`src/rtl/core/hpbp_pkg.sv`:
```
// shared types and constants for the hpack header block parser
package hpbp_pkg;

	localparam int STATIC_TABLE_ENTRIES = 61;

	localparam int FQ_DEPTH = 4;
	localparam int FQ_AW    = $clog2(FQ_DEPTH);
	localparam int FQ_CW    = $clog2(FQ_DEPTH + 1);

	localparam int OQ_DEPTH = 2;
	localparam int OQ_AW    = $clog2(OQ_DEPTH);
	localparam int OQ_CW    = $clog2(OQ_DEPTH + 1);

	typedef enum logic [2:0] {
		EV_INDEXED   = 3'd0,
		EV_LIT_START = 3'd1,
		EV_STR_LEN   = 3'd2,
		EV_STR_BYTE  = 3'd3,
		EV_SIZE_UPD  = 3'd4,
		EV_ERROR     = 3'd5
	} ev_kind_t;

	typedef enum logic [1:0] {
		ERR_NONE       = 2'd0,
		ERR_ZERO_INDEX = 2'd1,
		ERR_OVERFLOW   = 2'd2,
		ERR_TRUNCATED  = 2'd3
	} err_code_t;

	typedef enum logic [1:0] {
		REP_INDEXED   = 2'd0,
		REP_INC_INDEX = 2'd1,
		REP_SIZE_UPD  = 2'd2,
		REP_NO_INDEX  = 2'd3
	} rep_kind_t;

	typedef struct packed {
		logic [7:0] data;
		logic       last;
		rep_kind_t  rep;
		logic [6:0] prefix;
		logic       prefix_max;
		logic [6:0] len7;
		logic       len_max;
	} item_t;

	typedef struct packed {
		ev_kind_t   kind;
		logic [31:0] number;
		logic       is_value_string;
		logic       huffman_coded;
		logic       add_to_table;
		logic       static_entry;
		logic [7:0] data_byte;
		logic       last_of_string;
		logic       end_of_block_seen;
		err_code_t  error_code;
	} event_t;

endpackage

```
`src/rtl/core/hpbp_front.sv`:
```
// byte intake: prefix classification and byte queue
module hpbp_front (
	input  logic            clk,
	input  logic            arst_n,
	input  logic            push,
	input  logic [7:0]      in_byte,
	input  logic            block_end,
	output logic            full,
	output logic            item_valid,
	output hpbp_pkg::item_t item,
	input  logic            item_take
);
	import hpbp_pkg::*;

	item_t             cls;
	item_t             mem_q [FQ_DEPTH];
	logic [FQ_AW-1:0]  wr_ptr_q;
	logic [FQ_AW-1:0]  rd_ptr_q;
	logic [FQ_CW-1:0]  cnt_q;
	logic              push_ok;
	logic              pop_ok;

	always_comb begin
		cls            = '0;
		cls.data       = in_byte;
		cls.last       = block_end;
		cls.len7       = in_byte[6:0];
		cls.len_max    = &in_byte[6:0];
		if (in_byte[7]) begin
			cls.rep        = REP_INDEXED;
			cls.prefix     = in_byte[6:0];
			cls.prefix_max = &in_byte[6:0];
		end else if (in_byte[6]) begin
			cls.rep        = REP_INC_INDEX;
			cls.prefix     = {1'b0, in_byte[5:0]};
			cls.prefix_max = &in_byte[5:0];
		end else if (in_byte[5]) begin
			cls.rep        = REP_SIZE_UPD;
			cls.prefix     = {2'b0, in_byte[4:0]};
			cls.prefix_max = &in_byte[4:0];
		end else begin
			cls.rep        = REP_NO_INDEX;
			cls.prefix     = {3'b0, in_byte[3:0]};
			cls.prefix_max = &in_byte[3:0];
		end
	end

	assign full       = (cnt_q == FQ_CW'(FQ_DEPTH));
	assign item_valid = (cnt_q != '0);
	assign item       = mem_q[rd_ptr_q];
	assign push_ok    = push && !full;
	assign pop_ok     = item_take && item_valid;

	always_ff @(posedge clk) begin
		if (push_ok) begin
			mem_q[wr_ptr_q] <= cls;
		end
	end

	always_ff @(posedge clk or negedge arst_n) begin
		if (!arst_n) begin
			wr_ptr_q <= '0;
			rd_ptr_q <= '0;
			cnt_q    <= '0;
		end else begin
			if (push_ok) begin
				wr_ptr_q <= wr_ptr_q + 1'b1;
			end
			if (pop_ok) begin
				rd_ptr_q <= rd_ptr_q + 1'b1;
			end
			case ({push_ok, pop_ok})
				2'b10:   cnt_q <= cnt_q + 1'b1;
				2'b01:   cnt_q <= cnt_q - 1'b1;
				default: cnt_q <= cnt_q;
			endcase
		end
	end

endmodule

```
`src/rtl/core/hpbp_back.sv`:
```
// representation parser and event queue
module hpbp_back (
	input  logic             clk,
	input  logic             arst_n,
	input  logic             item_valid,
	input  hpbp_pkg::item_t  item,
	output logic             item_take,
	output hpbp_pkg::event_t ev_out,
	output logic             empty,
	input  logic             pop
);
	import hpbp_pkg::*;

	typedef enum logic [2:0] {
		PH_IDLE,
		PH_REP_INT,
		PH_LEN_FIRST,
		PH_LEN_INT,
		PH_STRING,
		PH_SKIP
	} phase_t;

	phase_t            phase_q,  ph_d;
	rep_kind_t         rep_q,    rep_d;
	logic [32:0]       acc_q,    acc_d;
	logic [2:0]        cont_q,   cont_d;
	logic [31:0]       rem_q,    rem_d;
	logic              value_q,  value_d;
	logic              huff_q,   huff_d;

	event_t            ev_d;
	logic              have;
	logic              err;
	err_code_t         code;
	logic              do_rep;
	logic              do_len;
	logic              str_done;
	logic              int_done;
	logic              over;
	logic [31:0]       fin_v;
	logic [32:0]       shifted;
	logic [32:0]       acc_sum;
	logic [31:0]       rem_dec;
	logic              fin_static;

	event_t            oq_mem_q [OQ_DEPTH];
	logic [OQ_AW-1:0]  oq_wr_q;
	logic [OQ_AW-1:0]  oq_rd_q;
	logic [OQ_CW-1:0]  oq_cnt_q;
	logic              oq_full;
	logic              ev_push;
	logic              ev_pop;

	assign oq_full   = (oq_cnt_q == OQ_CW'(OQ_DEPTH));
	assign item_take = item_valid && !oq_full;

	// continuation byte arithmetic
	always_comb begin
		case (cont_q[1:0])
			2'd0:    shifted = {26'b0, item.data[6:0]};
			2'd1:    shifted = {19'b0, item.data[6:0], 7'b0};
			2'd2:    shifted = {12'b0, item.data[6:0], 14'b0};
			default: shifted = {5'b0, item.data[6:0], 21'b0};
		endcase
		if (cont_q >= 3'd4) begin
			acc_sum = acc_q + {1'b0, item.data[3:0], 28'b0};
		end else begin
			acc_sum = acc_q + shifted;
		end
	end

	assign rem_dec    = rem_q - {31'b0, (rem_q != '0)};
	assign fin_static = (fin_v != '0) && (fin_v <= 32'(STATIC_TABLE_ENTRIES));

	always_comb begin
		ph_d     = phase_q;
		rep_d    = rep_q;
		acc_d    = acc_q;
		cont_d   = cont_q;
		rem_d    = rem_q;
		value_d  = value_q;
		huff_d   = huff_q;
		ev_d     = '0;
		have     = 1'b0;
		err      = 1'b0;
		code     = ERR_NONE;
		do_rep   = 1'b0;
		do_len   = 1'b0;
		str_done = 1'b0;
		int_done = 1'b0;
		over     = 1'b0;
		fin_v    = '0;

		case (phase_q)
			PH_IDLE: begin
				rep_d   = item.rep;
				value_d = 1'b0;
				if (!item.prefix_max) begin
					if (item.rep == REP_INDEXED && item.prefix == '0) begin
						err  = 1'b1;
						code = ERR_ZERO_INDEX;
					end else begin
						do_rep = 1'b1;
						fin_v  = {25'b0, item.prefix};
					end
				end else begin
					acc_d  = {26'b0, item.prefix};
					cont_d = '0;
					ph_d   = PH_REP_INT;
				end
			end
			PH_REP_INT, PH_LEN_INT: begin
				if (cont_q >= 3'd4) begin
					if (item.data > 8'h0F) begin
						over = 1'b1;
					end else begin
						acc_d    = acc_sum;
						int_done = 1'b1;
					end
				end else begin
					acc_d = acc_sum;
					if (item.data[7]) begin
						cont_d = cont_q + 3'd1;
					end else begin
						int_done = 1'b1;
					end
				end
				if (int_done && acc_sum[32]) begin
					over     = 1'b1;
					int_done = 1'b0;
				end
				if (over) begin
					err  = 1'b1;
					code = ERR_OVERFLOW;
				end else if (int_done) begin
					fin_v = acc_sum[31:0];
					if (phase_q == PH_REP_INT) begin
						do_rep = 1'b1;
					end else begin
						do_len = 1'b1;
					end
				end
			end
			PH_LEN_FIRST: begin
				huff_d = item.data[7];
				if (!item.len_max) begin
					do_len = 1'b1;
					fin_v  = {25'b0, item.len7};
				end else begin
					acc_d  = 33'h7F;
					cont_d = '0;
					ph_d   = PH_LEN_INT;
				end
			end
			PH_STRING: begin
				rem_d                = rem_dec;
				ev_d.kind            = EV_STR_BYTE;
				ev_d.is_value_string = value_q;
				ev_d.huffman_coded   = huff_q;
				ev_d.data_byte       = item.data;
				ev_d.last_of_string  = (rem_dec == '0);
				have                 = 1'b1;
				str_done             = (rem_dec == '0);
			end
			default: begin
				have = 1'b0;
			end
		endcase

		if (do_rep) begin
			have        = 1'b1;
			ev_d.number = fin_v;
			case (rep_d)
				REP_INDEXED: begin
					ev_d.kind         = EV_INDEXED;
					ev_d.static_entry = fin_static;
					ph_d              = PH_IDLE;
				end
				REP_SIZE_UPD: begin
					ev_d.kind = EV_SIZE_UPD;
					ph_d      = PH_IDLE;
				end
				default: begin
					ev_d.kind         = EV_LIT_START;
					ev_d.static_entry = fin_static;
					ev_d.add_to_table = (rep_d == REP_INC_INDEX);
					value_d           = (fin_v != '0);
					ph_d              = PH_LEN_FIRST;
				end
			endcase
		end

		if (do_len) begin
			have                 = 1'b1;
			ev_d.kind            = EV_STR_LEN;
			ev_d.number          = fin_v;
			ev_d.is_value_string = value_d;
			ev_d.huffman_coded   = huff_d;
			ev_d.last_of_string  = (fin_v == '0);
			if (fin_v == '0) begin
				str_done = 1'b1;
			end else begin
				rem_d = fin_v;
				ph_d  = PH_STRING;
			end
		end

		if (str_done) begin
			if (!value_d) begin
				value_d = 1'b1;
				ph_d    = PH_LEN_FIRST;
			end else begin
				value_d = 1'b0;
				ph_d    = PH_IDLE;
			end
		end

		if (err) begin
			ev_d            = '0;
			ev_d.kind       = EV_ERROR;
			ev_d.error_code = code;
			have            = 1'b1;
			ph_d            = PH_SKIP;
		end

		if (item.last) begin
			if (!err && ph_d != PH_IDLE && ph_d != PH_SKIP) begin
				ev_d            = '0;
				ev_d.kind       = EV_ERROR;
				ev_d.error_code = ERR_TRUNCATED;
				have            = 1'b1;
			end
			ev_d.end_of_block_seen = 1'b1;
			ph_d    = PH_IDLE;
			value_d = 1'b0;
			cont_d  = '0;
			acc_d   = '0;
			rem_d   = '0;
		end
	end

	always_ff @(posedge clk or negedge arst_n) begin
		if (!arst_n) begin
			phase_q <= PH_IDLE;
			rep_q   <= REP_INDEXED;
			acc_q   <= '0;
			cont_q  <= '0;
			rem_q   <= '0;
			value_q <= 1'b0;
			huff_q  <= 1'b0;
		end else if (item_take) begin
			phase_q <= ph_d;
			rep_q   <= rep_d;
			acc_q   <= acc_d;
			cont_q  <= cont_d;
			rem_q   <= rem_d;
			value_q <= value_d;
			huff_q  <= huff_d;
		end
	end

	// event queue
	assign ev_push = item_take && have;
	assign ev_pop  = pop && !empty;
	assign empty   = (oq_cnt_q == '0);
	assign ev_out  = oq_mem_q[oq_rd_q];

	always_ff @(posedge clk) begin
		if (ev_push) begin
			oq_mem_q[oq_wr_q] <= ev_d;
		end
	end

	always_ff @(posedge clk or negedge arst_n) begin
		if (!arst_n) begin
			oq_wr_q  <= '0;
			oq_rd_q  <= '0;
			oq_cnt_q <= '0;
		end else begin
			if (ev_push) begin
				oq_wr_q <= oq_wr_q + 1'b1;
			end
			if (ev_pop) begin
				oq_rd_q <= oq_rd_q + 1'b1;
			end
			case ({ev_push, ev_pop})
				2'b10:   oq_cnt_q <= oq_cnt_q + 1'b1;
				2'b01:   oq_cnt_q <= oq_cnt_q - 1'b1;
				default: oq_cnt_q <= oq_cnt_q;
			endcase
		end
	end

`ifndef SYNTHESIS
	a_oq_bound: assert property (@(posedge clk) disable iff (!arst_n)
		oq_cnt_q <= OQ_CW'(OQ_DEPTH))
		else $error("event queue count out of range");

	a_str_rem: assert property (@(posedge clk) disable iff (!arst_n)
		phase_q == PH_STRING |-> rem_q != '0)
		else $error("string phase with no bytes remaining");

	a_err_code: assert property (@(posedge clk) disable iff (!arst_n)
		ev_push && ev_d.kind == EV_ERROR |-> ev_d.error_code != ERR_NONE)
		else $error("error event without code");

	a_skip_hold: assert property (@(posedge clk) disable iff (!arst_n)
		item_take && phase_q == PH_SKIP && !item.last |=> phase_q == PH_SKIP)
		else $error("left skip before block end");

	a_eob_idle: assert property (@(posedge clk) disable iff (!arst_n)
		item_take && item.last |=> phase_q == PH_IDLE)
		else $error("parser not idle after block end");
`endif

endmodule

```
`src/rtl/core/hpack_header_block_parser.sv`:
```
// hpack header block parser top level
// accepted bytes wait in the byte queue, and their events in the event queue
// throughput: one byte per cycle while the event queue is not full
// a 4-entry byte queue and a 2-entry event queue decouple intake from delivery
// arst_n low clears both queues and returns the parser to idle
module hpack_header_block_parser (
	input  logic        clk,
	input  logic        arst_n,
	input  logic        push,
	output logic        full,
	input  logic [7:0]  in_byte,
	input  logic        block_end,
	output logic        empty,
	input  logic        pop,
	output logic [2:0]  event_kind,
	output logic [31:0] number,
	output logic        is_value_string,
	output logic        huffman_coded,
	output logic        add_to_table,
	output logic        static_entry,
	output logic [7:0]  data_byte,
	output logic        last_of_string,
	output logic        end_of_block_seen,
	output logic [1:0]  error_code
);
	import hpbp_pkg::*;

	item_t  item;
	logic   item_valid;
	logic   item_take;
	event_t ev;

	hpbp_front u_front (
		.clk        (clk),
		.arst_n     (arst_n),
		.push       (push),
		.in_byte    (in_byte),
		.block_end  (block_end),
		.full       (full),
		.item_valid (item_valid),
		.item       (item),
		.item_take  (item_take)
	);

	hpbp_back u_back (
		.clk        (clk),
		.arst_n     (arst_n),
		.item_valid (item_valid),
		.item       (item),
		.item_take  (item_take),
		.ev_out     (ev),
		.empty      (empty),
		.pop        (pop)
	);

	assign event_kind        = ev.kind;
	assign number            = ev.number;
	assign is_value_string   = ev.is_value_string;
	assign huffman_coded     = ev.huffman_coded;
	assign add_to_table      = ev.add_to_table;
	assign static_entry      = ev.static_entry;
	assign data_byte         = ev.data_byte;
	assign last_of_string    = ev.last_of_string;
	assign end_of_block_seen = ev.end_of_block_seen;
	assign error_code        = ev.error_code;

endmodule
```
`config.mk`:
```
export PLATFORM = sky130hd
export DESIGN_NAME = hpack_header_block_parser
export DESIGN_NICKNAME = d
export VERILOG_FILES = /design/src/rtl/core/hpbp_pkg.sv /design/src/rtl/core/hpbp_front.sv /design/src/rtl/core/hpbp_back.sv /design/src/rtl/core/hpack_header_block_parser.sv
export SDC_FILE = /design/constraint.sdc
export NUM_CORES = 1
export LEC_CHECK = 0
export ABC_AREA = 1
export BUFFER_PORTS_ARGS = -buffer_cell sky130_fd_sc_hd__buf_2
export CORE_ASPECT_RATIO = 0.75
export CORE_MARGIN = 10
export CORE_UTILIZATION = 37
export DETAILED_ROUTE_END_ITERATION = 16
export PLACE_DENSITY = 0.53
export SLEW_MARGIN = 25
export SYNTH_ARGS = -nofsm -noshare
export SYNTH_HDL_FRONTEND = slang
export SYNTH_SLANG_ARGS = --single-unit
```
`constraint.sdc`:
```
create_clock -name clk -period 6.8 [get_ports clk]
set_input_delay 1.36 -clock clk [delete_from_list [all_inputs] [get_ports clk]]
set_output_delay 1.36 -clock clk [all_outputs]
set_load 0.05 [all_outputs]
```
# --- Word-level counts from Yosys, hierarchy flattened ---
# Memories as Yosys holds them, arrays and structs flattened.
# Cells that the tools add are included.
word_totals:
  reg_bits: 86
  mem_bits_rw: 210
  output_inout_bits: 53
  elab_cells: 190
  memories: 2
classes:
  n_addsub: 12
  order_cmp: 3
  eq_ne: 20
  mux: 103
  reduce_logical: 37
mem_list:
  columns: ["memory", "words", "width", "read_ports", "rd_ports_with_merged_regs", "wr", "line_no", "rtl"]
  rows:
  - ["u_front.mem_q", 4, 27, 1, 0, 1, "hpbp_front.sv:16", "item_t mem_q [FQ_DEPTH];"]
  - ["u_back.oq_mem_q", 2, 51, 1, 0, 1, "hpbp_back.sv:46", "event_t oq_mem_q [OQ_DEPTH];"]
op_table:
  columns: ["cell", "count"]
  rows:
  - ["2-to-1 mux 32 bit", 7]
  - ["2-to-1 mux 33 bit", 6]
  - ["2-to-1 mux 51 bit", 3]
  - ["one-hot mux 33 bit (3 select lines)", 1]
  - ["one-hot mux 32 bit (3 select lines)", 1]
  - ["one-hot mux 28 bit (3 select lines)", 1]
  - ["zero test 32 bit", 2]
  - ["nonzero test 32 bit", 2]
  - ["2-to-1 mux 1 bit", 46]
  - ["2-to-1 mux 3 bit", 13]
  - ["2-to-1 mux 37 bit", 1]
  - ["2-to-1 mux 35 bit", 1]
  - ["adder 33 x 28 -> 33 bit", 1]
  - ["adder 33 x 32 -> 33 bit", 1]
  - ["<= comparator 32 x 6 -> 1 bit (second input constant)", 1]
  - ["subtractor 32 x 1 -> 32 bit", 1]
  - ["2-to-1 mux 10 bit", 2]
  - ["2-to-1 mux 9 bit", 2]
  - ["one-hot mux 3 bit (2 select lines)", 3]
  - ["2-to-1 mux 2 bit", 8]
  - ["2-to-1 mux 7 bit", 2]
  - ["AND reduction 6 bit", 2]
  - ["== test 2 bit (second input constant)", 5]
  - ["logical AND 1 bit", 10]
  - ["28 further kinds", 53]

# --- Logic depth before layout (Yosys ltp) ---
# Gate-level depths: netlist (run 1).
# An unclocked memory read counts as a cell.
logic_depth:
  depth_word: 25
  mapped_depth: 44
  mapped_depth_nobuf: 40

# --- Hierarchy ---
# Synthesis (run 1) repeated with hierarchy kept, for this count alone.
hier_totals:
  hier_cells: 2126
  area_unflattened_um2: 16081.7
by_module_without_submodules:
  columns: ["mod", "instances", "cells_per_inst", "area_per_inst_um2", "seq_area_each_um2"]
  rows:
  - ["hpbp_back", 1, 1849, 12902.4, 5039.8]
  - ["hpbp_front", 1, 277, 3179.3, 2097.0]

# --- Worst setup path after synthesis (run 1) ---
# OpenSTA, ideal clock, no wires.
synth_timing:
  path_type: "reg2reg"
  from: "reg u_front.rd_ptr_q[0]"
  to: "mem u_back.oq_mem_q[1][0] in the netlist's numbering, enable pin"
  setup_time_ps: 460
  arrival_time_ps: 6088
  required_ps: 6340
  path_slack_ps: 253
  stages_incl_launch_ff: 41
  period_less_slack_ps: 6547
  cell_sequence: "dfrtp_1 -> buf_4 -> inv_4 -> buf_6 -> nand2_1 -> nand3_1 -> and2_1 -> buf_2 -> inv_1 -> nor2_1 -> ha_1 -> inv_1 -> fa_1 -> inv_1 -> nand2_1 -> nand2_1 -> nand3_1 -> nand2_1 -> [... 5 more ...] -> nand3_2 -> nor2_4 -> buf_6 -> nand2_1 -> nand2_1 -> nor2_1 -> nand2_1 -> nor2_1 -> nand2_1 -> nand2_2 -> nand2_1 -> nand2_1 -> nand3_1 -> nand2_2 -> nand2_4 -> nand2_1 -> nand2_1 -> nor2_1"
synth_between:
  elab_chain_len: 25
synth_rtl:
  columns: ["element", "line_no", "rtl"]
  rows:
  - ["start, declared", "hpbp_front.sv:18", "logic [FQ_AW-1:0] rd_ptr_q;"]
  - ["start signal, assigned", "hpbp_front.sv:70", "rd_ptr_q <= rd_ptr_q + 1'b1;"]
  - ["memory read (4 x 27 bit) (*)", null, null]
  - ["parallel branches: the longest is 20 deep, another holds adder 33 x 28 -> 33 bit", null, null]
  - ["2-to-1 mux 1 bit (*)", "hpbp_back.sv:226", "if (item.last) begin"]
  - ["logical AND 1 bit (*)", "hpbp_back.sv:263", "assign ev_push = item_take && have;"]
  - ["2-to-1 mux 1 bit (*)", "hpbp_back.sv:269", "if (ev_push) begin"]
  - ["2-to-1 mux 1 bit (implied by the code) (*)", "hpbp_back.sv:270", "oq_mem_q[oq_wr_q] <= ev_d;"]
  - ["end, declared", "hpbp_back.sv:46", null]
# Every way passes the cells marked *. The select of a mux whose other input is x is not followed.

# --- Final worst setup path (run 1) ---
layout_timing:
  from: "reg u_front.rd_ptr_q[0]"
  to: "reg u_back.oq_cnt_q[1]"
layout_between:
  elab_chain_len: 25
layout_rtl:
  columns: ["element", "line_no", "rtl"]
  rows:
  - ["memory read (4 x 27 bit) (*)", null, null]
  - ["parallel branches: the longest is 20 deep, another holds adder 33 x 28 -> 33 bit", null, null]
  - ["2-to-1 mux 1 bit (*)", "hpbp_back.sv:226", null]
  - ["logical AND 1 bit (*)", "hpbp_back.sv:263", null]
  - ["== test 2 x 1 -> 1 bit or == test 2 bit (tied branches)", "hpbp_back.sv:286", "case ({ev_push, ev_pop})"]
  - ["one-hot mux 2 bit (2 select lines) or nonzero test 2 bit (tied branches)", null, null]
  - ["end signal, assigned", "hpbp_back.sv:287", "2'b10: oq_cnt_q <= oq_cnt_q + 1'b1;"]
  - ["end signal, assigned", "hpbp_back.sv:288", "2'b01: oq_cnt_q <= oq_cnt_q - 1'b1;"]
  - ["end signal, assigned", "hpbp_back.sv:289", "default: oq_cnt_q <= oq_cnt_q;"]
  - ["end, declared", "hpbp_back.sv:49", "logic [OQ_CW-1:0] oq_cnt_q;"]
# Marks and branches as above.
# A chain may end at the register's enable or synchronous reset.

==> run summary, run 1 <==
largest net degree at the start of global routing -> 53
initial antenna violation count -> 0
Worst Path Max Fanout -> 33
post-synthesis cell type count -> 56
commonest non-fill, non-tap cell in the layout -> nand2_1
endpoint class of the critical path -> flop
IO buf count -> 65
Die ar. -> 50,200 µm²
max incr delay on CP -> 0.53 ns
Clock Skew -> 0.0350 ns
number of synthesized flops with an enable pin -> 166
Core ar. -> 40,900 µm²
Post-Syn Area -> 15,400 µm²
Initial DRC Count -> 1,613
Fin. Hold Viols -> 0
share of cells above drive strength 1 -> 8.89%
WS Path Type -> reg2reg
DRC errors left -> 0
post-detailed-route wirelength per cell -> 19.5 µm
slowest stage cell, crit path -> nor2_4
TritonCTS clock tree -> yes
RSZ-0062 raised after global routing -> no
Final ANT Viol Nets -> 0
clock-pin slew on the worst setup and hold paths -> 0.06 ns
HPWL Detailed -> 37,600 µm
combinational power share -> 57.6%
Setup violations, final -> 0
Final GP Congestion -> 0.953
Max-Cap Viols -> 0
min Tclk post-route -> 6.03 ns
sw frac -> 52.7%
syn nets -> 2,039
Post-Synth Simple-Gate Area -> 29.3%
clock share of power -> 16.1%
register area share after synthesis -> 46.4%
Pleak -> 8.02 nW
ys async rst share -> 34.1%
Placement Cell Area -> 16,300 µm²
via count -> 13,800
Finished Cell Area -> 17,300 µm²
Ys Warns -> 0
sw power -> 5.14 mW
Die Wd -> 255 µm
Synth Area in Adders -> 4.05%
Compound-Gate Fraction of Synth Area -> 10.0%
Initial Util -> 37.6%
most frequent CP cell -> nand2_1
Pre-Repair DR Iteration Count -> 5
mux share of post-synthesis cell area -> 0.0650%
status -> completed
sequential power share -> 26.3%
vias in the first global route -> 12,800
Clock Tree Buf Depth -> 3
Via density -> 5.25
worst-margin pin slew -> 1.02 ns
Worst VDD drop -> 0.000422 V
Synth Instances -> 1,978
number of synthesized register bits -> 252
fin. max-slew vios -> 0
area delta synth->final -> 12.3%
global-route wire length before repair -> 77,900 µm
period utilisation layout -> 88.7%
CTS root buf -> clkbuf_16
xor-xnor portion of the synthesized cell area -> 2.33%
internal power -> 4.62 mW
Primary FF master, synth -> edfxtp_1
power density over cell area -> 564 nW/µm²
post-route worst setup slack -> 0.772 ns
H-tree depth -> 1
CTS sink cnt -> 252
grt ovf -> 0
fill cell count -> 4,198
dpl ws -> 0.871 ns
Critical Path RT -> 7.23 ns
Hold Crit Class -> reg2reg
Rel. slew slack -> 31.5%
Post-CTS Resized -> 0
startpoint type of the worst setup path -> flop
Fmax -> 0.166 GHz
Hold-fix buffers, CTS -> 0
Num CTS Buffers -> 28
worst skew pair latency -> 0.58 ns
sum of negative setup slack -> 0 ns
# IOs -> 66
setup bufs post-CTS -> 0
largest family of logic cells by synthesized area -> simple AND/OR/NAND/NOR gates
commonest non-fill, non-tap cells in the layout -> 652 x nand2_1, 221 x inv_1, 218 x nor2_1
crit path DAT -> 6.46 ns
All-Layer GR Usage -> 19.7%
Syn Area/Cell -> 7.78 µm²
die height -> 197 µm
Rows -> 64
DRT Wirelength -> 51,100 µm
nets -> 2,097
[synth_stat cells (3+ instances only)]
cell type  instances  area share, %
a32oi_1            3           0.17
nand2_2            9           0.37
nand2_1          652             16
nand3_1          106            3.4
edfxtp_1         166             32
a22o_1             7           0.40
a21oi_1           51            1.7
o22ai_1           14           0.57
xnor2_1           11           0.63
buf_2             11           0.36
clkbuf_1          36           0.88
o21bai_1           7           0.34
o31ai_1            6           0.29
a21oi_2            4           0.23
nor3_1            28           0.91
clkinv_1           4          0.098
inv_2              5           0.12
nor2_1           220            5.4
buf_6              9           0.66
buf_1              4          0.098
ha_1              45            3.7
o211ai_1          27            1.3
or2_2              5           0.20
inv_1            222            5.4
nor4_1             7           0.28
o21ai_1            5           0.16
nand3b_1           5           0.24
a32o_1            10           0.65
xor2_1            30            1.7
nor3_2             7           0.46
fa_1               3           0.39
o21ai_0          111            3.6
buf_4              3           0.15
dfrtp_1           86             14
nand4_1           31            1.3
[area by class of cell]
| type | instances | area (µm²) | area share (%) |
|---|---|---|---|
| flip-flops and latches | 252 | 7140 | 41.3 |
| well taps | 561 | 702 | 4.06 |
| repair buffers | 91 | 548 | 3.17 |
| inverters | 232 | 873 | 5.06 |
| multi-input cells | 1431 | 7070 | 40.9 |
| clock inverters | 15 | 144 | 0.833 |
| diodes | 1 | 2.50 | 0.0145 |
| clock buffers | 37 | 796 | 4.61 |
[cell families (layout without fill, tap and decap cells)]
group	Yosys count	in the layout
fa+ha+maj	48	48
flops	252	252
compound gates	257	257
simple gates	1084	1084
mux	1	1
xor+xnor	41	41
buf+inv	295	375
other cells	0	1
[worst paths after layout]
kind | startpoint | end | slack, ns | depth (start not counted)
min in group asynchronous | arst_n | u_back.acc_q[22] | 0.77 | 1
max reg2reg | u_front.rd_ptr_q[0] | u_back.oq_cnt_q[1] | 0.77 | 39
max in group asynchronous | arst_n | u_back.rem_q[17] | 4.85 | 2
max | u_front.rd_ptr_q[0] | u_back.oq_cnt_q[1] | 0.77 | 39
min reg2reg | u_back.oq_wr_q | u_back.oq_wr_q | 0.48 | 2
min | u_back.oq_wr_q | u_back.oq_wr_q | 0.48 | 2
[per-stage QoR]
stage,instances,hold WS (ns),total power [mW],util [%]
after CTS,2619,0.480,9.75,42.2
after detailed placement,2567,0.466,8.16,39.9
after global placement,2567,0.466,8.13,39.9
final,2620,0.480,9.75,42.2
after global routing,2619,0.520,10.4,42.2
after floorplan,1978,0.442,6.50,-
[worst max-delay path, delay by kind of cell (launching register included)]
kind | cells | cell delay [ns]
adder cells (fa/ha/maj) | 3 | 0.92
buffers and inverters | 5 | 0.69
AO/OA/AOI/OAI | 2 | 0.23
AND/OR/NAND/NOR | 28 | 3.47
XOR/XNOR | 1 | 0.14
flip-flops | 1 | 0.42
[power by group through the flow]
stage               clock network (mW)  registers, mW  logic [mW]
finish                            1.57           2.56        5.62
CTS                               1.60           2.56        5.59
global placement                     0           2.58        5.55
floorplan                            0           2.56        3.94
global route                      1.67           2.61        6.12
detailed placement                   0           2.59        5.57
[flip-flops by register name (all words and copies together) (netlist names), 3 cells and up]
name,cells
u_front.mem_q,64
u_back.oq_mem_q,102
u_back.phase_q,3
u_back.cont_q,3
u_front.cnt_q,3
u_back.acc_q,33
u_back.rem_q,32
[per-layer routing]
metal | vias up | track usage, % | share of wire [%]
met4 | 0 | 4.18 | 1.9
met3 | 56 | 3.82 | 8.4
met5 | - | 0 | 0
met2 | 494 | 28.2 | 40
li1 | 6621 | - | -
met1 | 6593 | 30.0 | 49
(Power assumes the default switching activity.)
==> inputs of run 2 (changes only) <==
--- a/config.mk
+++ b/config.mk
@@ -11,6 +11,7 @@
 export CORE_MARGIN = 10
 export CORE_UTILIZATION = 37
 export DETAILED_ROUTE_END_ITERATION = 16
+export MAX_ROUTING_LAYER = met4
 export PLACE_DENSITY = 0.53
 export SLEW_MARGIN = 25
 export SYNTH_ARGS = -nofsm -noshare
==> run summary, run 2 (synthesis results as in run 1) <==
status -> completed
IO buf count -> 65 (unchanged)
Num CTS Buffers -> 27 (-3.6%)
worst-margin pin slew -> 0.963 ns (-0.0532 ns)
CTS sink cnt -> 252 (unchanged)
slowest stage cell, crit path -> dfrtp_1
endpoint class of the critical path -> flop
Largest regs -> u_back.oq_mem_q (102), u_front.mem_q (64), u_back.acc_q (33)
Core ar. -> 40,900 µm² (unchanged)
max incr delay on CP -> 0.48 ns (-0.05 ns)
area delta synth->final -> 12.5%
RR Startpoint -> u_front.rd_ptr_q[0]
initial antenna violation count -> 0 (unchanged)
Max Used Layer -> met4
Setup crit start -> u_front.rd_ptr_q[0]
CTS root buf -> clkbuf_16
Multi-input gate area -> 7080 µm² (+0.16%)
period utilisation layout -> 91.3% (+2.7 points)
TritonCTS clock tree -> yes
WL met3 -> 3960 µm (-7.4%)
Worst Path Max Fanout -> 31 (-6.1%)
fill cell count -> 4,228 (+0.71%)
largest net degree at the start of global routing -> 69 (+30%)
DRC errors left -> 0 (unchanged)
share of cells above drive strength 1 -> 8.66% (-0.23 points)
r2r setup slk -> 0.59 ns (-0.18 ns)
Placement Cell Area -> 16,400 µm² (+0.11%)
RSZ-0062 raised after global routing -> no
crit path to -> u_back.oq_mem_q[1][9]
Finished Cell Area -> 17,300 µm² (+0.20%)
vias in the first global route -> 13,100 (+2.4%)
grt ovf -> 0 (unchanged)
Clock Tree Buf Depth -> 3 (unchanged)
commonest non-fill, non-tap cell in the layout -> nand2_1
power density over cell area -> 568 nW/µm² (+0.71%)
Via density -> 5.27 (+0.25%)
routed wire length on met2 -> 21,100 µm (+3.0%)
fin. max-slew vios -> 0 (unchanged)
WS Path Type -> reg2reg
setup bufs post-CTS -> 0 (unchanged)
Hold Crit Class -> reg2reg
Pleak -> 8.01 nW (about the same)
clock-pin slew on the worst setup and hold paths -> 0.07 ns (about the same)
commonest non-fill, non-tap cells in the layout -> 652 x nand2_1, 220 x inv_1, 218 x nor2_1
global-route wire length before repair -> 79,300 µm (+1.8%)
total design power -> 9.84 mW (+0.91%)
# IOs -> 66 (unchanged)
DRT met1 WL -> 25,400 µm (+0.69%)
Setup violations, final -> 0 (unchanged)
Final ANT Viol Nets -> 0 (unchanged)
Worst R2R Path Depth -> 37 (-5.1%)
H-tree depth -> 1 (unchanged)
All-Layer GR Usage -> 20.5% (+0.84 points)
max reg flops -> 102 (unchanged)
via count -> 13,800 (+0.10%)
Hold-fix buffers, CTS -> 0 (unchanged)
post-detailed-route wirelength per cell -> 19.7 µm (+1.1%)
Pre-Repair DR Iteration Count -> 6 (+1)
DRT Wirelength -> 51,500 µm (+0.96%)
min Tclk post-route -> 6.21 ns (+0.181 ns)
Reg area -> 7140 µm² (unchanged)
nets -> 2,096 (-0.048%)
Rel. slew slack -> 35.6% (+4.1 points)
Die ar. -> 50,200 µm² (unchanged)
Initial DRC Count -> 1,396 (-13%)
HPWL Detailed -> 38,200 µm (+1.5%)
Max-Cap Viols -> 0 (unchanged)
Worst VDD drop -> 0.000340 V (-19%)
Initial Util -> 37.6% (unchanged)
most frequent CP cell -> nand2_1
Final Util -> 42.3% (+0.083 points)
Critical Path RT -> 7.04 ns (-0.19 ns)
Final GP Congestion -> 0.960 (+0.66%)
Top reg by flops -> u_back.oq_mem_q
Clock Skew -> 0.0189 ns (-0.0161 ns)
worst skew pair latency -> 0.55 ns (-0.03 ns)
Fmax -> 0.161 GHz (-2.9%)
Die Wd -> 255 µm (unchanged)
die height -> 197 µm (unchanged)
crit path DAT -> 6.45 ns (about the same)
sum of negative setup slack -> 0 ns (unchanged)
Rows -> 64 (unchanged)
worst reg2reg path endpoint -> u_back.oq_mem_q[1][9]
Inserted Diodes -> 0 (-1)
worst hold margin -> 0.476 ns (-0.00440 ns)
startpoint type of the worst setup path -> flop
Fin. Hold Viols -> 0 (unchanged)
==> run 2: area by class of cell <==
class | instances | share of cell area (%)
sequential | 252 | 41.2
multi-input combinational | 1432 | 40.9
inverter | 232 | 5.05
clock buffer | 35 | 4.13
tap | 561 | 4.05
timing repair buffer | 90 | 3.29
clock inverter | 14 | 1.32
==> run 2: worst min path at each step <==
stage,slack (ns),start,depth (start not counted),to
2_1_floorplan,0.44,u_back.oq_wr_q,2,u_back.oq_wr_q
3_3_place_gp,0.46,u_back.rep_q[1],2,u_back.rep_q[1]
3_5_place_dp,0.46,u_back.oq_wr_q,2,u_back.oq_wr_q
4_1_cts,0.47,u_back.oq_wr_q,2,u_back.oq_wr_q
5_1_grt,0.53,u_back.oq_wr_q,2,u_back.oq_wr_q
6_report,0.48,u_back.oq_wr_q,2,u_back.oq_wr_q
==> run 2: worst max-delay path, delay by kind of cell (launching register included) <==
family | cells | cell delay (ns)
and+or+nand+nor | 29 | 3.80
buffers and inverters | 6 | 0.98
adders and majority gates | 2 | 0.59
DFF | 1 | 0.48
==> run 2: where the power goes <==
group	internal, mW	switching, mW	leakage [nW]
clock	0.969	0.622	0.455
sequential	2.37	0.195	2.73
combinational	1.37	4.31	4.83
total	4.71	5.13	8.01
==> run 2: what timing repair did <==
item,4_1_cts,5_1_grt
endpoints found under the setup margin,0,44
hold endpoints to repair,0,0
resized for setup,0,1
==> run 2: routing by layer <==
metal	global-route usage (%)	up-vias
li1	-	6633
met1	29.7	6634
met2	29.2	443
met3	4.01	68
met4	4.14	0
met5	-	-
==> run 2: metrics by stage <==
step	setup slack (ns)	std cells
detailed placement	0.506	2566
CTS	0.454	2615
floorplan	0.253	1978
global route	0.0361	2616
finish	0.590	2616
global placement	0.767	2566
==> inputs of run 3 (changes only) <==
--- a/config.mk
+++ b/config.mk
@@ -11,8 +11,8 @@
 export CORE_MARGIN = 10
 export CORE_UTILIZATION = 37
 export DETAILED_ROUTE_END_ITERATION = 16
+export GPL_TIMING_DRIVEN = 0
 export MAX_ROUTING_LAYER = met4
-export PLACE_DENSITY = 0.53
 export SLEW_MARGIN = 25
 export SYNTH_ARGS = -nofsm -noshare
 export SYNTH_HDL_FRONTEND = slang
==> run summary, run 3 (synthesis results as in run 1) <==
Core ar. -> 40,900 µm² (unchanged)
H-tree depth -> 1 (unchanged)
TritonCTS clock tree -> yes
max reg flops -> 102 (unchanged)
global-route wire length before repair -> 78,200 µm (-1.4%)
Fmax -> 0.156 GHz (-3.3%)
Fin. Hold Viols -> 0 (unchanged)
most frequent CP cell -> nand2_1
Rows -> 64 (unchanged)
DRC errors left -> 0 (unchanged)
Initial Util -> 37.6% (unchanged)
endpoint class of the critical path -> flop
die height -> 197 µm (unchanged)
Num CTS Buffers -> 27 (unchanged)
Max-Cap Viols -> 0 (unchanged)
min Tclk post-route -> 6.42 ns (+0.209 ns)
Final ANT Viol Nets -> 0 (unchanged)
Critical Path RT -> 7.07 ns (+0.03 ns)
Clock Skew -> 0.0214 ns (+0.00246 ns)
IO buf count -> 65 (unchanged)
Worst Path Max Fanout -> 21 (-32%)
startpoint type of the worst setup path -> flop
Die Wd -> 255 µm (unchanged)
worst-margin pin slew -> 1.18 ns (+0.221 ns)
Pleak -> 8.13 nW (+1.4%)
period utilisation layout -> 94.4% (+3.1 points)
Setup violations, final -> 0 (unchanged)
Post-Layout Cell Count -> 2,664 (+1.8%)
Clock Tree Buf Depth -> 3 (unchanged)
critical path's top delay family -> simple AND/OR/NAND/NOR gates
crit path DAT -> 6.68 ns (+0.23 ns)
Hold Crit Class -> reg2reg
fill cell count -> 4,094 (-3.2%)
power density over cell area -> 574 nW/µm² (+0.91%)
slowest stage cell, crit path -> fa_1
Largest regs -> u_back.oq_mem_q (102), u_front.mem_q (64), u_back.acc_q (33)
placed instance count -> 2,614 (+1.9%)
Final GP Congestion -> 0.968 (+0.91%)
status -> completed
via count -> 14,000 (+1.9%)
Rel. slew slack -> 20.2% (-15 points)
CTS sink cnt -> 252 (unchanged)
initial antenna violation count -> 1 (+1)
grt ovf -> 0 (unchanged)
Die ar. -> 50,200 µm² (unchanged)
All-Layer GR Usage -> 20.4% (-0.11 points)
Top reg by flops -> u_back.oq_mem_q
Final Util -> 43.0% (+0.72 points)
Top Usage Layer GRT -> met1
Crit path buffers/inverters -> 11 (+5)
Pre-Repair DR Iteration Count -> 5 (-1)
nets -> 2,145 (+2.3%)
clock-pin slew on the worst setup and hold paths -> 0.07 ns (about the same)
area delta synth->final -> 14.4%
max incr delay on CP -> 0.40 ns (-0.08 ns)
largest net degree at the start of global routing -> 66 (-4.3%)
vias in the first global route -> 12,900 (-1.9%)
RSZ-0062 raised after global routing -> no
post-detailed-route wirelength per cell -> 19.3 µm (-1.9%)
# IOs -> 66 (unchanged)
Worst VDD drop -> 0.000385 V (+13%)
Multi-input gate area -> 7090 µm² (about the same)
DRT Wirelength -> 51,500 µm (about the same)
met1 GRT Util -> 30.9% (+1.2 points)
commonest non-fill, non-tap cell in the layout -> nand2_1
Inserted Diodes -> 0 (unchanged)
fin. max-slew vios -> 0 (unchanged)
met3 Track Usage GR -> 3.11% (-0.89 points)
met2 Resource Use GR -> 28.3% (-0.97 points)
share of cells above drive strength 1 -> 9.13% (+0.47 points)
Via density -> 5.27 (about the same)
HPWL Detailed -> 39,300 µm (+3.0%)
Initial DRC Count -> 1,576 (+13%)
worst skew pair latency -> 0.56 ns (about the same)
WS Path Type -> reg2reg
Reg area -> 7140 µm² (about the same)
commonest non-fill, non-tap cells in the layout -> 648 x nand2_1, 220 x inv_1, 214 x nor2_1
CTS root buf -> clkbuf_16
[run 3: cell count changes in the layout (fill, tap and decap cells not counted), sizes merged]
| cell | before | now |
|---|---|---|
| buf | 90 | 103 |
| bufinv | 6 | 5 |
| clkbuf | 35 | 69 |
| clkinv | 10 | 13 |
| clkinvlp | 2 | 1 |
| inv | 228 | 229 |
| nor2 | 224 | 223 |
[run 3: path summary, 6_finish.rpt]
kind / from / to / slack (ns) / depth (start not counted)
setup / recovery: u_front.rd_ptr_q[0] / u_back.oq_mem_q[1][7] / 0.38 / 43
hold / removal: u_back.oq_wr_q / u_back.oq_wr_q / 0.48 / 2
setup reg to reg: u_front.rd_ptr_q[0] / u_back.oq_mem_q[1][7] / 0.38 / 43
hold reg to reg: u_back.oq_wr_q / u_back.oq_wr_q / 0.48 / 2
max in group asynchronous: arst_n / u_back.rem_q[14] / 5.46 / 2
min in group asynchronous: arst_n / u_back.acc_q[22] / 0.66 / 1
[run 3: repair_timing]
item / 4_1_cts / 5_1_grt
setup endpoints to repair: 0 / 32
hold buffers: 0 / 0
gates resized for setup: 0 / 7
buffers inserted: 0 / 2
[run 3: power by group]
group	total [mW]	switching, mW	internal, mW
Sequential	2.55	0.180	2.37
Clock	1.58	0.640	0.940
Combinational	5.97	4.44	1.53
Total	10.1	5.26	4.84
[run 3: area by class of cell]
class | instances | share of cell area [%]
buffer | 63 | 1.88
tap | 561 | 3.99
multi-input combinational | 1431 | 40.3
timing repair buffer | 77 | 3.07
clock inverter | 16 | 1.19
inverter | 232 | 5.00
sequential | 252 | 40.5
clock buffer | 32 | 4.07
[run 3: through the flow]
step | instance area, µm² | power, mW | TNS [ns] | hold slack (ns) | setup slack (ns)
4_1_cts | 17600 | 10.0 | 0 | 0.476 | 0.157
3_5_place_dp | 16600 | 8.43 | 0 | 0.460 | 0.180
3_3_place_gp | 16400 | 8.23 | -182.87 | 0.457 | -2.82
2_1_floorplan | 15400 | 6.50 | 0 | 0.442 | 0.253
5_1_grt | 17600 | 10.7 | 0 | 0.524 | 0.00486
6_report | 17600 | 10.1 | 0 | 0.481 | 0.381
[run 3: layer usage]
layer  vias to the layer above  share of wire (%)
met2                       589                 41
met5                         -                  0
met3                        55                8.5
met4                         0                1.5
li1                       6704                  -
met1                      6685                 49
[run 3: worst min-delay path, delay by kind of cell (launching register included)]
kind	cells	cell delay, ns
flip-flops	1	0.35
AND/OR/NAND/NOR	2	0.09
